## src/sv/ihs_pkg.sv

```systemverilog
// shared types and constants for the interval history statistics block
// no dependencies; imported by every module of the block
package ihs_pkg;

  localparam int HISTORY_DEPTH = 16;
  localparam int DATA_W        = 32;
  localparam int WIN_W         = 5;
  localparam int CNT_W         = $clog2(HISTORY_DEPTH + 1);
  localparam int IDX_W         = (HISTORY_DEPTH > 1) ? $clog2(HISTORY_DEPTH) : 1;
  localparam int CMP_W         = ((CNT_W > WIN_W) ? CNT_W : WIN_W) + 1;
  localparam int SUM_W         = DATA_W + WIN_W;
  localparam int STEP_W        = $clog2(SUM_W);

  typedef enum logic [1:0] {
    CMD_TICK  = 2'd0,
    CMD_MARK  = 2'd1,
    CMD_RESET = 2'd2,
    CMD_QUERY = 2'd3
  } cmd_t;

  typedef enum logic [2:0] {
    S_IDLE,
    S_SCAN,
    S_START,
    S_DIV,
    S_OUT
  } state_t;

  typedef struct packed {
    cmd_t             command;
    logic [WIN_W-1:0] window_size;
  } in_word_t;

  typedef struct packed {
    logic [DATA_W-1:0] mean_interval;
    logic [DATA_W-1:0] max_interval;
    logic [DATA_W-1:0] min_interval;
    logic [WIN_W-1:0]  used_count;
  } out_word_t;

  typedef struct packed {
    logic busy;
    logic done;
  } div_status_t;

endpackage

```

## src/sv/ihs_cell.sv

```systemverilog
// one history cell: holds a single interval and takes its neighbor's value on shift
// depends on ihs_pkg
module ihs_cell (
  input  logic                      clk,
  input  logic                      shift_en,
  input  logic [ihs_pkg::DATA_W-1:0] d,
  output logic [ihs_pkg::DATA_W-1:0] q
);
  import ihs_pkg::*;

  logic [DATA_W-1:0] value_r;

  // payload only, no reset: entries are valid below the stored count
  always_ff @(posedge clk) begin
    if (shift_en) begin
      value_r <= d;
    end
  end

  assign q = value_r;

endmodule

```

## src/sv/ihs_divider.sv

```systemverilog
// bit-serial restoring divider for the window mean, one quotient bit per cycle
// depends on ihs_pkg
module ihs_divider (
  input  logic                       clk,
  input  logic                       rst_n,
  input  logic                       start,
  input  logic [ihs_pkg::SUM_W-1:0]  dividend,
  input  logic [ihs_pkg::WIN_W-1:0]  divisor,
  output ihs_pkg::div_status_t       status,
  output logic [ihs_pkg::SUM_W-1:0]  quotient
);
  import ihs_pkg::*;

  logic [SUM_W-1:0]  quo_r, quo_nxt;
  logic [WIN_W-1:0]  rem_r, rem_nxt;
  logic [STEP_W-1:0] cnt_r, cnt_nxt;
  logic              busy_r, busy_nxt;
  logic              done_r, done_nxt;
  logic [WIN_W:0]    trial;
  logic [WIN_W:0]    diff;

  always_comb begin
    trial    = {rem_r, quo_r[SUM_W-1]};
    diff     = trial - {1'b0, divisor};
    quo_nxt  = quo_r;
    rem_nxt  = rem_r;
    cnt_nxt  = cnt_r;
    busy_nxt = busy_r;
    done_nxt = 1'b0;
    if (start) begin
      quo_nxt  = dividend;
      rem_nxt  = '0;
      cnt_nxt  = STEP_W'(SUM_W - 1);
      busy_nxt = 1'b1;
    end else if (busy_r) begin
      if (trial >= {1'b0, divisor}) begin
        rem_nxt = diff[WIN_W-1:0];
        quo_nxt = {quo_r[SUM_W-2:0], 1'b1};
      end else begin
        rem_nxt = trial[WIN_W-1:0];
        quo_nxt = {quo_r[SUM_W-2:0], 1'b0};
      end
      cnt_nxt = cnt_r - 1'b1;
      if (cnt_r == '0) begin
        busy_nxt = 1'b0;
        done_nxt = 1'b1;
      end
    end
  end

  always_ff @(posedge clk) begin
    if (!rst_n) begin
      busy_r <= 1'b0;
      done_r <= 1'b0;
      cnt_r  <= '0;
    end else begin
      busy_r <= busy_nxt;
      done_r <= done_nxt;
      cnt_r  <= cnt_nxt;
    end
  end

  always_ff @(posedge clk) begin
    quo_r <= quo_nxt;
    rem_r <= rem_nxt;
  end

  assign status.busy = busy_r;
  assign status.done = done_r;
  assign quotient    = quo_r;

endmodule

```

## src/sv/interval_history_statistics.sv

```systemverilog
// interval history statistics: tick, mark and reset words are taken without a stall and give no result.
// a query word holds in_stall through the scan state (the cell chain rotates once
// past its tap), the start state, the divider (skipped for an empty window) and the output state.
// the result register lets new words in while it waits.
// rst_n (synchronous) clears count, running flag, elapsed counter and control; the
// history cells are not reset.
module interval_history_statistics (
  input  logic               clk,
  input  logic               rst_n,
  input  logic               in_valid,
  output logic               in_stall,
  input  ihs_pkg::in_word_t  in_data,
  output logic               out_valid,
  input  logic               out_stall,
  output ihs_pkg::out_word_t out_data
);
  import ihs_pkg::*;

  state_t            state_r, state_nxt;
  logic [CNT_W-1:0]  count_r, count_nxt;
  logic              running_r, running_nxt;
  logic [DATA_W-1:0] elapsed_r, elapsed_nxt;
  logic [WIN_W-1:0]  used_r, used_nxt;
  logic [IDX_W-1:0]  k_r, k_nxt;
  logic [SUM_W-1:0]  sum_r, sum_nxt;
  logic [DATA_W-1:0] max_r, max_nxt;
  logic [DATA_W-1:0] min_r, min_nxt;
  logic              out_valid_r, out_valid_nxt;
  out_word_t         out_data_r, out_data_nxt;

  logic              in_accept;
  logic              push;
  logic              shift_en;
  logic              div_start;
  logic              in_window;
  logic [WIN_W-1:0]  used_q;
  logic [DATA_W-1:0] tap;
  logic [DATA_W-1:0] chain_d [HISTORY_DEPTH];
  logic [DATA_W-1:0] chain_q [HISTORY_DEPTH];
  div_status_t       div_status;
  logic [SUM_W-1:0]  quotient;

  assign in_stall  = (state_r != S_IDLE);
  assign in_accept = in_valid && !in_stall;
  assign push      = in_accept && (in_data.command == CMD_MARK) && running_r;
  assign shift_en  = push || (state_r == S_SCAN);
  assign tap       = chain_q[HISTORY_DEPTH-1];

  // head cell takes a new interval on push, the tail value while scanning (rotation)
  always_comb begin
    chain_d[0] = (state_r == S_SCAN) ? tap : elapsed_r;
    for (int i = 1; i < HISTORY_DEPTH; i++) begin
      chain_d[i] = chain_q[i-1];
    end
  end

  for (genvar g = 0; g < HISTORY_DEPTH; g++) begin : g_cell
    ihs_cell u_cell (
      .clk      (clk),
      .shift_en (shift_en),
      .d        (chain_d[g]),
      .q        (chain_q[g])
    );
  end

  ihs_divider u_div (
    .clk      (clk),
    .rst_n    (rst_n),
    .start    (div_start),
    .dividend (sum_r),
    .divisor  (used_r),
    .status   (div_status),
    .quotient (quotient)
  );

  assign used_q = (CMP_W'(in_data.window_size) < CMP_W'(count_r)) ?
                  in_data.window_size : WIN_W'(count_r);

  // at scan step k the tail holds entry (DEPTH-1-k); the newest used entries come last
  assign in_window = (CMP_W'(k_r) + CMP_W'(used_r)) >= CMP_W'(HISTORY_DEPTH);

  always_comb begin
    state_nxt     = state_r;
    count_nxt     = count_r;
    running_nxt   = running_r;
    elapsed_nxt   = elapsed_r;
    used_nxt      = used_r;
    k_nxt         = k_r;
    sum_nxt       = sum_r;
    max_nxt       = max_r;
    min_nxt       = min_r;
    out_valid_nxt = out_valid_r && out_stall;
    out_data_nxt  = out_data_r;
    div_start     = 1'b0;

    unique case (state_r)
      S_IDLE: begin
        if (in_accept) begin
          unique case (in_data.command)
            CMD_TICK: begin
              if (running_r && (elapsed_r != '1)) begin
                elapsed_nxt = elapsed_r + 1'b1;
              end
            end
            CMD_MARK: begin
              if (running_r) begin
                if (count_r != CNT_W'(HISTORY_DEPTH)) begin
                  count_nxt = count_r + 1'b1;
                end
              end else begin
                running_nxt = 1'b1;
                count_nxt   = '0;
              end
              elapsed_nxt = '0;
            end
            CMD_RESET: begin
              count_nxt   = '0;
              running_nxt = 1'b0;
            end
            CMD_QUERY: begin
              used_nxt  = used_q;
              k_nxt     = '0;
              sum_nxt   = '0;
              max_nxt   = '0;
              min_nxt   = '1;
              state_nxt = S_SCAN;
            end
          endcase
        end
      end
      S_SCAN: begin
        if (in_window) begin
          sum_nxt = sum_r + SUM_W'(tap);
          if (tap > max_r) max_nxt = tap;
          if (tap < min_r) min_nxt = tap;
        end
        k_nxt = k_r + 1'b1;
        if (k_r == IDX_W'(HISTORY_DEPTH - 1)) begin
          state_nxt = S_START;
        end
      end
      S_START: begin
        if (used_r != '0) begin
          div_start = 1'b1;
          state_nxt = S_DIV;
        end else begin
          state_nxt = S_OUT;
        end
      end
      S_DIV: begin
        if (div_status.done) begin
          state_nxt = S_OUT;
        end
      end
      S_OUT: begin
        if (!out_valid_r || !out_stall) begin
          out_valid_nxt              = 1'b1;
          out_data_nxt.mean_interval = (used_r == '0) ? '0 : quotient[DATA_W-1:0];
          out_data_nxt.max_interval  = max_r;
          out_data_nxt.min_interval  = min_r;
          out_data_nxt.used_count    = used_r;
          state_nxt                  = S_IDLE;
        end
      end
      default: state_nxt = S_IDLE;
    endcase
  end

  always_ff @(posedge clk) begin
    if (!rst_n) begin
      state_r     <= S_IDLE;
      count_r     <= '0;
      running_r   <= 1'b0;
      elapsed_r   <= '0;
      out_valid_r <= 1'b0;
      k_r         <= '0;
    end else begin
      state_r     <= state_nxt;
      count_r     <= count_nxt;
      running_r   <= running_nxt;
      elapsed_r   <= elapsed_nxt;
      out_valid_r <= out_valid_nxt;
      k_r         <= k_nxt;
    end
  end

  always_ff @(posedge clk) begin
    used_r     <= used_nxt;
    sum_r      <= sum_nxt;
    max_r      <= max_nxt;
    min_r      <= min_nxt;
    out_data_r <= out_data_nxt;
  end

  assign out_valid = out_valid_r;
  assign out_data  = out_data_r;

  a_count_bound: assert property (@(posedge clk) disable iff (!rst_n)
    count_r <= CNT_W'(HISTORY_DEPTH))
    else $error("stored count above history depth");

  a_used_bound: assert property (@(posedge clk) disable iff (!rst_n)
    (state_r == S_SCAN) |-> (CMP_W'(used_r) <= CMP_W'(count_r)))
    else $error("window used count exceeds stored count");

  a_div_done_state: assert property (@(posedge clk) disable iff (!rst_n)
    div_status.done |-> (state_r == S_DIV))
    else $error("divider finished outside divide state");

  a_result_order: assert property (@(posedge clk) disable iff (!rst_n)
    (out_valid && (out_data.used_count != '0)) |->
      ((out_data.max_interval >= out_data.min_interval) &&
       (out_data.mean_interval <= out_data.max_interval)))
    else $error("window statistics out of order");

  a_empty_result: assert property (@(posedge clk) disable iff (!rst_n)
    (out_valid && (out_data.used_count == '0)) |->
      ((out_data.mean_interval == '0) && (out_data.max_interval == '0) &&
       (out_data.min_interval == '1)))
    else $error("empty window result wrong");

endmodule
```

## config.mk

```make
export PLATFORM = sky130hd
export DESIGN_NAME = interval_history_statistics
export DESIGN_NICKNAME = d
export VERILOG_FILES = /design/src/sv/ihs_pkg.sv /design/src/sv/ihs_cell.sv /design/src/sv/ihs_divider.sv /design/src/sv/interval_history_statistics.sv
export SDC_FILE = /design/constraint.sdc
export NUM_CORES = 1
export LEC_CHECK = 0
export ABC_CLOCK_PERIOD_IN_PS = 65500
export BUFFER_PORTS_ARGS = -buffer_cell sky130_fd_sc_hd__buf_4
export CAP_MARGIN = 15
export CELL_PAD_IN_SITES_DETAIL_PLACEMENT = 0
export CELL_PAD_IN_SITES_GLOBAL_PLACEMENT = 2
export CORE_MARGIN = 4
export CORE_UTILIZATION = 46
export CTS_CLUSTER_DIAMETER = 60
export DETAILED_ROUTE_END_ITERATION = 16
export MAX_ROUTING_LAYER = met4
export PLACE_DENSITY_LB_ADDON = 0.1
export SETUP_SLACK_MARGIN = 0.1
export SYNTH_ARGS = -nofsm -noshare
export SYNTH_HDL_FRONTEND = slang
export SYNTH_SLANG_ARGS = --single-unit
```

## constraint.sdc

```tcl
create_clock -name clk -period 65.5 [get_ports clk]
set_input_delay 16.375 -clock clk [delete_from_list [all_inputs] [get_ports clk]]
set_output_delay 16.375 -clock clk [all_outputs]
set_load 0.02 [all_outputs]
```

==> results of run 1 <==
through the flow:
stage                     cell area (sq um)  hold WS [ns]  setup slack [ns]
after global placement                33070        0.4003             44.77
after CTS                             36000        0.4006             45.32
after detailed placement              33070        0.4045             44.62
final                                 36000        0.4013             45.22
after global routing                  36000        0.4176             45.00
after floorplan                       31100        0.4003             10.91
worst paths after layout:
path                               from                endpoint  slack (ns)  depth (start not counted)
hold reg to reg   g_cell[9].u_cell.q[0]  g_cell[10].u_cell.q[0]        0.40                          0
setup reg to reg             state_r[0]  g_cell[0].u_cell.q[24]       60.44                          6
setup / recovery             in_data[6]  g_cell[0].u_cell.q[24]       45.22                          8
hold / removal    g_cell[9].u_cell.q[0]  g_cell[10].u_cell.q[0]        0.40                          0
synthesized netlist by cell type, types with 7 or more instances:
| cell | count | area, sq um |
|---|---|---|
| nand2b_1 | 40 | 250.2 |
| a21o_1 | 59 | 442.9 |
| and3_1 | 47 | 294.0 |
| o21a_1 | 10 | 75.07 |
| nand2_1 | 174 | 653.1 |
| ha_1 | 117 | 1464 |
| clkbuf_1 | 42 | 157.7 |
| dfxtp_1 | 59 | 1181 |
| nor4_1 | 8 | 50.05 |
| and2_1 | 11 | 68.82 |
| o21ai_0 | 43 | 215.2 |
| nor2b_1 | 38 | 237.7 |
| a211oi_1 | 11 | 82.58 |
| and4_1 | 10 | 87.58 |
| nand3_1 | 32 | 160.2 |
| inv_1 | 100 | 375.4 |
| xnor2_1 | 32 | 280.3 |
| or3_1 | 7 | 43.79 |
| nand4_1 | 33 | 206.5 |
| o211ai_1 | 8 | 60.06 |
| a21oi_1 | 67 | 335.3 |
| a21boi_0 | 7 | 52.55 |
| xor2_1 | 35 | 306.5 |
| nor3_1 | 18 | 90.09 |
| a31oi_1 | 8 | 50.05 |
| edfxtp_1 | 756 | 22700 |
| nor2_1 | 110 | 412.9 |
kinds of logic after synthesis:
logic type,count (synthesis)
simple gates,555
flops,815
fa+ha+maj,119
xor+xnor,67
mux,9
compound gates,253
buf+inv,150
registers in the layout, summed over array words and instances (netlist names):
| signal | count |
|---|---|
| min_r | 32 |
| g_cell.u_cell.q | 512 |
| state_r | 3 |
| u_div.cnt_r | 6 |
| k_r | 4 |
| u_div.done_r | 1 |
| sum_r | 37 |
| max_r | 32 |
| u_div.quotient | 37 |
| out_data | 101 |
| u_div.busy_r | 1 |
| out_valid | 1 |
| running_r | 1 |
| count_r | 5 |
| u_div.rem_r | 5 |
| elapsed_r | 32 |
| used_r | 5 |
metal layers:
layer / GRT usage (%) / vias to the layer above / part of all wire (%)
li1: - / 7677 / -
met1: 25.20 / 7839 / 48
met2: 26.07 / 257 / 46
met3: 3.040 / 90 / 3.7
met4: 4.389 / 0 / 2.2
met5: - / - / 0
worst max-delay path, delay by kind of cell:
kind	cells	cell delay (ns)
AOI/OAI and AO/OA	1	0.57
buffers and inverters	5	2.61
adders and majority gates	1	0.34
and+or+nand+nor	1	0.18
placed cells by master (no fill, tap or decap), types with 47 or more instances in the layout:
| cell | n |
|---|---|
| and3_1 | 47 |
| inv_1 | 100 |
| dfxtp_1 | 59 |
| ha_1 | 117 |
| clkbuf_16 | 88 |
| nor2_1 | 108 |
| a21oi_1 | 66 |
| a21o_1 | 59 |
| nand2_1 | 173 |
| buf_4 | 128 |
| edfxtp_1 | 756 |
area by class of cell:
class                      instances  area [sq um]  area share, %
timing repair buffer             130          1001          2.780
multi-input combinational       1003          6714          18.65
clock inverter                    52         664.4          1.845
inverter                         101         379.1          1.053
sequential                       815         23880          66.33
antenna                            1         2.502       0.006950
clock buffer                     103          2268          6.300
tap                              873          1092          3.034
where the power goes:
group,internal (W),total (W),switching [W]
Clock,0.000291,0.000494,0.000203
Combinational,0.0000155,0.0000466,0.0000311
Sequential,0.000588,0.000596,0.00000781
==> reports/results.env, run 1 <==
POST_CTS_RESIZED=0
SYNTH-EDFF-COUNT=756
GP_CONGESTION=0.8612
ROUTE.VIAS.TOTAL=15860
CTS_ROOT_BUFFER='clkbuf_16'
INITIAL_UTILIZATION_PCT=46.39
SETUP_VIOLATIONS=0
FINALCOREUTILIZATION_PCT=53.71
GRT_FIRST_PASS_WIRELENGTH_UM=93020
DIEAREA_SQ_UM=71840
CP.ARRIVAL_NS=20.54
FINALMAXSLEWVIOLATIONS=0
WL_PER_CELL_UM=19.53
DRC=0
POST_SYNTH_AND_OR_NAND_NOR_AREA_FRACTION_PCT=8.963
POSTSYNTHNETCOUNT=2098
FINCLKSKEW_NS=0.01631
GRT_MAX_DEGREE=211
DESIGN_POWER_TOTAL_W=0.001136
MIN-DELAY-PATH-CLASS='flop to flop'
CLOCK_SINKS=815
POST_SYNTH_XOR_AREA_FRACTION_PCT=1.887
FRACTION_OF_REGISTERS_WITH_ASYNC_SET_RESET_PCT=0
CTS_SETUP_BUFFERS=0
CRITICAL_PATH_CELL_BY_CELL='buf_4 -> inv_1 -> ha_1 -> nand2_1 -> o21ai_4 -> buf_12 -> buf_4 -> buf_12'
CELLPOWERDENSITY_nW_PER_UM2=31.56
NUMBER_OF_ANTENNA_VIOLATIONS_AT_THE_FIRST_CHECK_IN_GLOBAL_ROUTING=3
WORSTMARGINPINSLEW_NS=1.245
DRT_FIRST_PASS_ITERS=5
POST_DETAILED_ROUTING_WIRE_LENGTH_UM=60130
CTSHOLDBUFFERS=0
IRDROPWORSTVDD_V=0.00002481
RELSLEWSLACK_PCT=14.84
MAPPEDNETLISTAREA_SQ_UM=31100
FLOW.AREA_GROWTH_FROM_SYNTHESIS_PCT=15.76
WORSTPATHREQUIRED_NS=65.76
GROUTE.USAGE.OVERALL_PCT=17.44
FILLCELLCOUNT=5500
DIE_Y_UM=268.0
DRT_FIRST_ITER_VIOLATIONS=1091
PLACED_CELLS_INCL_TAPS=2922
CORE_AREA_SQ_UM=67040
MAXCAPVIOLCOUNT=0
AVGVIACOUNTPERCELL=5.154
NUM_IO_PINS=114
WORSTSETUPENDPOINTTYPE='flop'
SYNTH_TOP_FAMILY_BY_AREA='simple AND/OR/NAND/NOR gates'
FINAL.PERIOD_UTILIZATION_PCT=30.96
TRITONCTS='built'
FINALNONFILLERCELLS=3078
RUN_STATUS='completed'
CRITICAL-PATH-MAX-STAGE-DELAY_NS=0.98
YS.FLOP_TYPE='edfxtp_1'
ACHIEVABLE-FREQUENCY_GHz=0.04932
FP_ROWS=95
NETLIST_INSTANCES=1968
DP.FINAL_HPWL_UM=40140
STARTPOINT_TYPE='input port'
FRACTION_OF_THE_MAPPED_NETLIST_AREA_IN_ADDER_CELLS_PCT=4.835
CTS_INSERTED_BUFFERS=87
SYN-MEAN-INSTANCE-AREA_SQ_UM=15.80
CLOCK_PATH_BUFFERS=3
SYNTH_SEQ_AREA_SHARE_PCT=76.79
POWER.LEAKAGE_nW=13.28
YOSYSWARNINGCOUNT=0
H_TREE_DEPTH=3
MULTIPLEXER_FRACTION_OF_THE_SYNTHESIZED_CELL_AREA_PCT=0.3098
LAYOUT_MIN_CYCLE_TIME_NS=20.28
CLK_LATENCY_NS=0.64
CRITICALPATHCATEGORY='input port to flop'
WORSTPATHMAXFANOUT=210
SYNTH.FF_LATCH_COUNT=815
CLK_PIN_SLEW_WORST_PATHS_NS=0.06
YOSYS.CELL_TYPES.COUNT=69
RSZ0062_AT_GRT='false'
LAYOUT-DRIVE-GT1-SHARE_PCT=13.11
GLOBALROUTE.TOTALOVERFLOW=0
IO_BUFFERS=113
FINALNETCOUNT=2268
CRITICAL-PATH-SLOWEST-CELL='buf_4'
FIRST_GLOBAL_VIAS=15990
DIE_X_UM=268.0
FIN_TNS_SETUP_NS=0
TIMING_HOLD_VIOLATIONS_FINAL=0
DRTANTENNAVIOLNETS=0
SYNTH_COMPOUND_GATE_AREA_SHARE_PCT=5.362
Power figures use the tool's default switching activity.
==> run 2: changes to the inputs <==
--- a/config.mk
+++ b/config.mk
@@ -5,7 +5,7 @@
 export SDC_FILE = /design/constraint.sdc
 export NUM_CORES = 1
 export LEC_CHECK = 0
-export ABC_CLOCK_PERIOD_IN_PS = 65500
+export ABC_CLOCK_PERIOD_IN_PS = 19900
 export BUFFER_PORTS_ARGS = -buffer_cell sky130_fd_sc_hd__buf_4
 export CAP_MARGIN = 15
 export CELL_PAD_IN_SITES_DETAIL_PLACEMENT = 0
==> constraint.sdc (replaced) <==
create_clock -name clk -period 19.9 [get_ports clk]
set_input_delay 4.975 -clock clk [delete_from_list [all_inputs] [get_ports clk]]
set_output_delay 4.975 -clock clk [all_outputs]
set_load 0.02 [all_outputs]
==> run 2 against run 1 <==
Global-route usage down 0.18 points. Combinational power rose to 3.3 times the previous value. Clock power rose to 3.3 times the previous value. Final area down 0.12%. Setup slack worse by 34 ns. Cell count about the same. Power rose to 3.3 times the previous value. Non-clock buffer count down 1. Highest routed layer unchanged.
==> reports/results.env, run 2 (synthesized netlist as in run 1, its figures left out) <==
RUN_STATUS='completed'
NUMBER_OF_ANTENNA_VIOLATIONS_AT_THE_FIRST_CHECK_IN_GLOBAL_ROUTING=2  # -1
TIMING_HOLD_VIOLATIONS_FINAL=0  # unchanged
FP_ROWS=95  # unchanged
TRITONCTS='built'
WL_PER_CELL_UM=19.56  # +0.14%
NUM_IO_PINS=114  # unchanged
FIRST_GLOBAL_VIAS=15780  # -1.3%
CELLPOWERDENSITY_nW_PER_UM2=103.7  # +230%
LAYOUT-DRIVE-GT1-SHARE_PCT=13.40  # +0.28 points
WORST_SETUP_SLACK_AFTER_LAYOUT_NS=11.49  # -33.74 ns
CLK_PIN_SLEW_WORST_PATHS_NS=0.06  # about the same
POST_CTS_RESIZED=0  # unchanged
CLOCK_PATH_BUFFERS=3  # unchanged
CLOCK_SINKS=815  # unchanged
H_TREE_DEPTH=3  # unchanged
FINALNETCOUNT=2265  # -0.13%
GLOBALROUTE.TOTALOVERFLOW=0  # unchanged
CLK_LATENCY_NS=0.62  # -0.02 ns
FLOW.AREA_GROWTH_FROM_SYNTHESIS_PCT=15.62
FINAL.PERIOD_UTILIZATION_PCT=42.28
WORST_R2R_PATH_DEPTH=6  # unchanged
ACHIEVABLE-FREQUENCY_GHz=0.1188
DP.FINAL_HPWL_UM=40140  # about the same
FINAL_COMMON_CELL='edfxtp_1'
DP_WORST_SETUP_SLACK_NS=10.94  # -33.68 ns
MET1_GRT_UTIL_PCT=25.11  # -0.089 points
GP_CONGESTION=0.8502  # -1.3%
HOLD_START='g_cell[4].u_cell.q[0]'
RELSLEWSLACK_PCT=22.87  # +8.0 points
DIEAREA_SQ_UM=71840  # unchanged
WORSTPATHMAXFANOUT=228  # +8.6%
WORSTMARGINPINSLEW_NS=1.157  # -0.08835 ns
LAYOUT_MIN_CYCLE_TIME_NS=8.415
CORE_AREA_SQ_UM=67040  # unchanged
CTS_SETUP_BUFFERS=0  # unchanged
GRT_MAX_DEGREE=229  # +8.5%
WORST_R2R_STARTPOINT='state_r[0]'
PLACED_CELLS_INCL_TAPS=2920  # -0.068%
IO_BUFFERS=113  # unchanged
CTS_ROOT_BUFFER='clkbuf_16'
FINALNONFILLERCELLS=3077  # -0.032%
CRITICAL_PATH.REG2REG.ENDPOINT='g_cell[8].u_cell.q[22]'
RSZ0062_AT_GRT='false'
POST_DETAILED_ROUTING_WIRE_LENGTH_UM=60190  # +0.10%
LARGEST_REG_FLOPS=512  # unchanged
DRT_FIRST_PASS_ITERS=5  # unchanged
FINALMAXSLEWVIOLATIONS=0  # unchanged
STARTPOINT_TYPE='input port'
ROUTE.VIAS.TOTAL=15970  # +0.64%
LAYOUT.CELLS.MOST_COMMON_LIST='edfxtp_1, nand2_1, buf_4'
DRTANTENNAVIOLNETS=0  # unchanged
DRT_FIRST_ITER_VIOLATIONS=1430  # +31%
WORSTSETUPENDPOINTTYPE='flop'
DIE_X_UM=268.0  # unchanged
HOLD-PATH-ENDPOINT='g_cell[5].u_cell.q[0]'
DRC=0  # unchanged
SETUP_VIOLATIONS=0  # unchanged
TIMING.HOLD.WORST_PATH_DEPTH=0  # unchanged
USE_MET3_PCT=2.948  # -0.092 points
INITIAL_UTILIZATION_PCT=46.39  # unchanged
FILLCELLCOUNT=5487  # -0.24%
MIN-DELAY-PATH-CLASS='flop to flop'
AVGVIACOUNTPERCELL=5.188  # +0.68%
FIN_TNS_SETUP_NS=0  # unchanged
IRDROPWORSTVDD_V=0.00006844  # +180%
R2R_SLACK_NS=15.29  # -45.15 ns
CRITICALPATHCATEGORY='input port to flop'
CP.ARRIVAL_NS=8.64  # -11.90 ns
GRT_USE_MET2_PCT=25.05  # -1.0 points
GRT_FIRST_PASS_WIRELENGTH_UM=92020  # -1.1%
CTS_INSERTED_BUFFERS=85  # -2.3%
FINCLKSKEW_NS=0.02241  # +0.006101 ns
CTSHOLDBUFFERS=0  # unchanged
POWER.LEAKAGE_nW=13.27  # about the same
GRT_MOST_USED_LAYER='met1'
MAXCAPVIOLCOUNT=0  # unchanged
DIE_Y_UM=268.0  # unchanged
GROUTE.USAGE.OVERALL_PCT=17.27  # -0.18 points
WORSTPATHREQUIRED_NS=20.13  # -45.63 ns
[run 2: changes by cell type in the layout (fill, tap and decap cells not counted), sizes merged]
cell          delta
buf              -2
bufinv           +2
clkbuf           -5
clkinv           -1
clkinvlp         +6
diode            +1
dlymetal6s2s     +1
inv              -3
[run 2: critical path, stage by stage]
cell	delay [ns]
buf_4	0.12
inv_1	0.07
ha_1	0.32
nand2_1	0.17
o21ai_4	0.14
buf_4	0.77
buf_12	0.76
buf_12	0.85
[run 2: how the worst max path moves through the flow]
| stage | slack [ns] | to | start |
|---|---|---|---|
| 4_1_cts | 11.61 | g_cell[1].u_cell.q[24] | in_data[6] |
| 3_5_place_dp | 10.94 | g_cell[3].u_cell.q[24] | in_data[6] |
| 2_1_floorplan | 0.46 | g_cell[0].u_cell.q[0] | in_valid |
| 6_report | 11.49 | g_cell[8].u_cell.q[22] | in_data[6] |
| 5_1_grt | 11.25 | g_cell[5].u_cell.q[24] | in_data[6] |
| 3_3_place_gp | 11.01 | g_cell[2].u_cell.q[24] | in_data[6] |
[run 2: layout make-up]
type	count	area [sq um]	share of cell area [%]
Sequential cell	815	23880	66.41
Antenna cell	2	5.005	0.01392
Inverter	101	379.1	1.054
Timing Repair Buffer	129	998.5	2.776
Multi-Input combinational cell	1003	6714	18.67
Clock inverter	56	671.9	1.868
Clock buffer	98	2218	6.169
Tap cell	873	1092	3.037
[run 2: per-layer routing]
layer / vias up / wire (um) / share of wire, %
met4: 0 / 1551 / 2.6
met3: 109 / 2791 / 4.6
li1: 7680 / - / -
met1: 7882 / 28970 / 48
met5: - / 0 / 0
met2: 294 / 26880 / 45
[run 2: power by group]
part / internal [W] / leakage (nW) / total [W] / switching, W
Combinational: 0.0000507 / 4.51 / 0.000153 / 0.000102
Sequential: 0.00194 / 7.36 / 0.00196 / 0.0000256
Clock: 0.000962 / 1.40 / 0.00161 / 0.000653
[run 2: through the flow]
stage	instance area, sq um	total power [W]	utilization (%)	hold WS, ns
detailed placement	33050	0.002152	49.31	0.4045
global route	35960	0.003884	53.64	0.4142
global placement	33050	0.002147	49.31	0.4009
finish	35960	0.003728	53.64	0.4115
floorplan	31110	0.002129	-	0.4003
CTS	35940	0.003779	53.62	0.4129
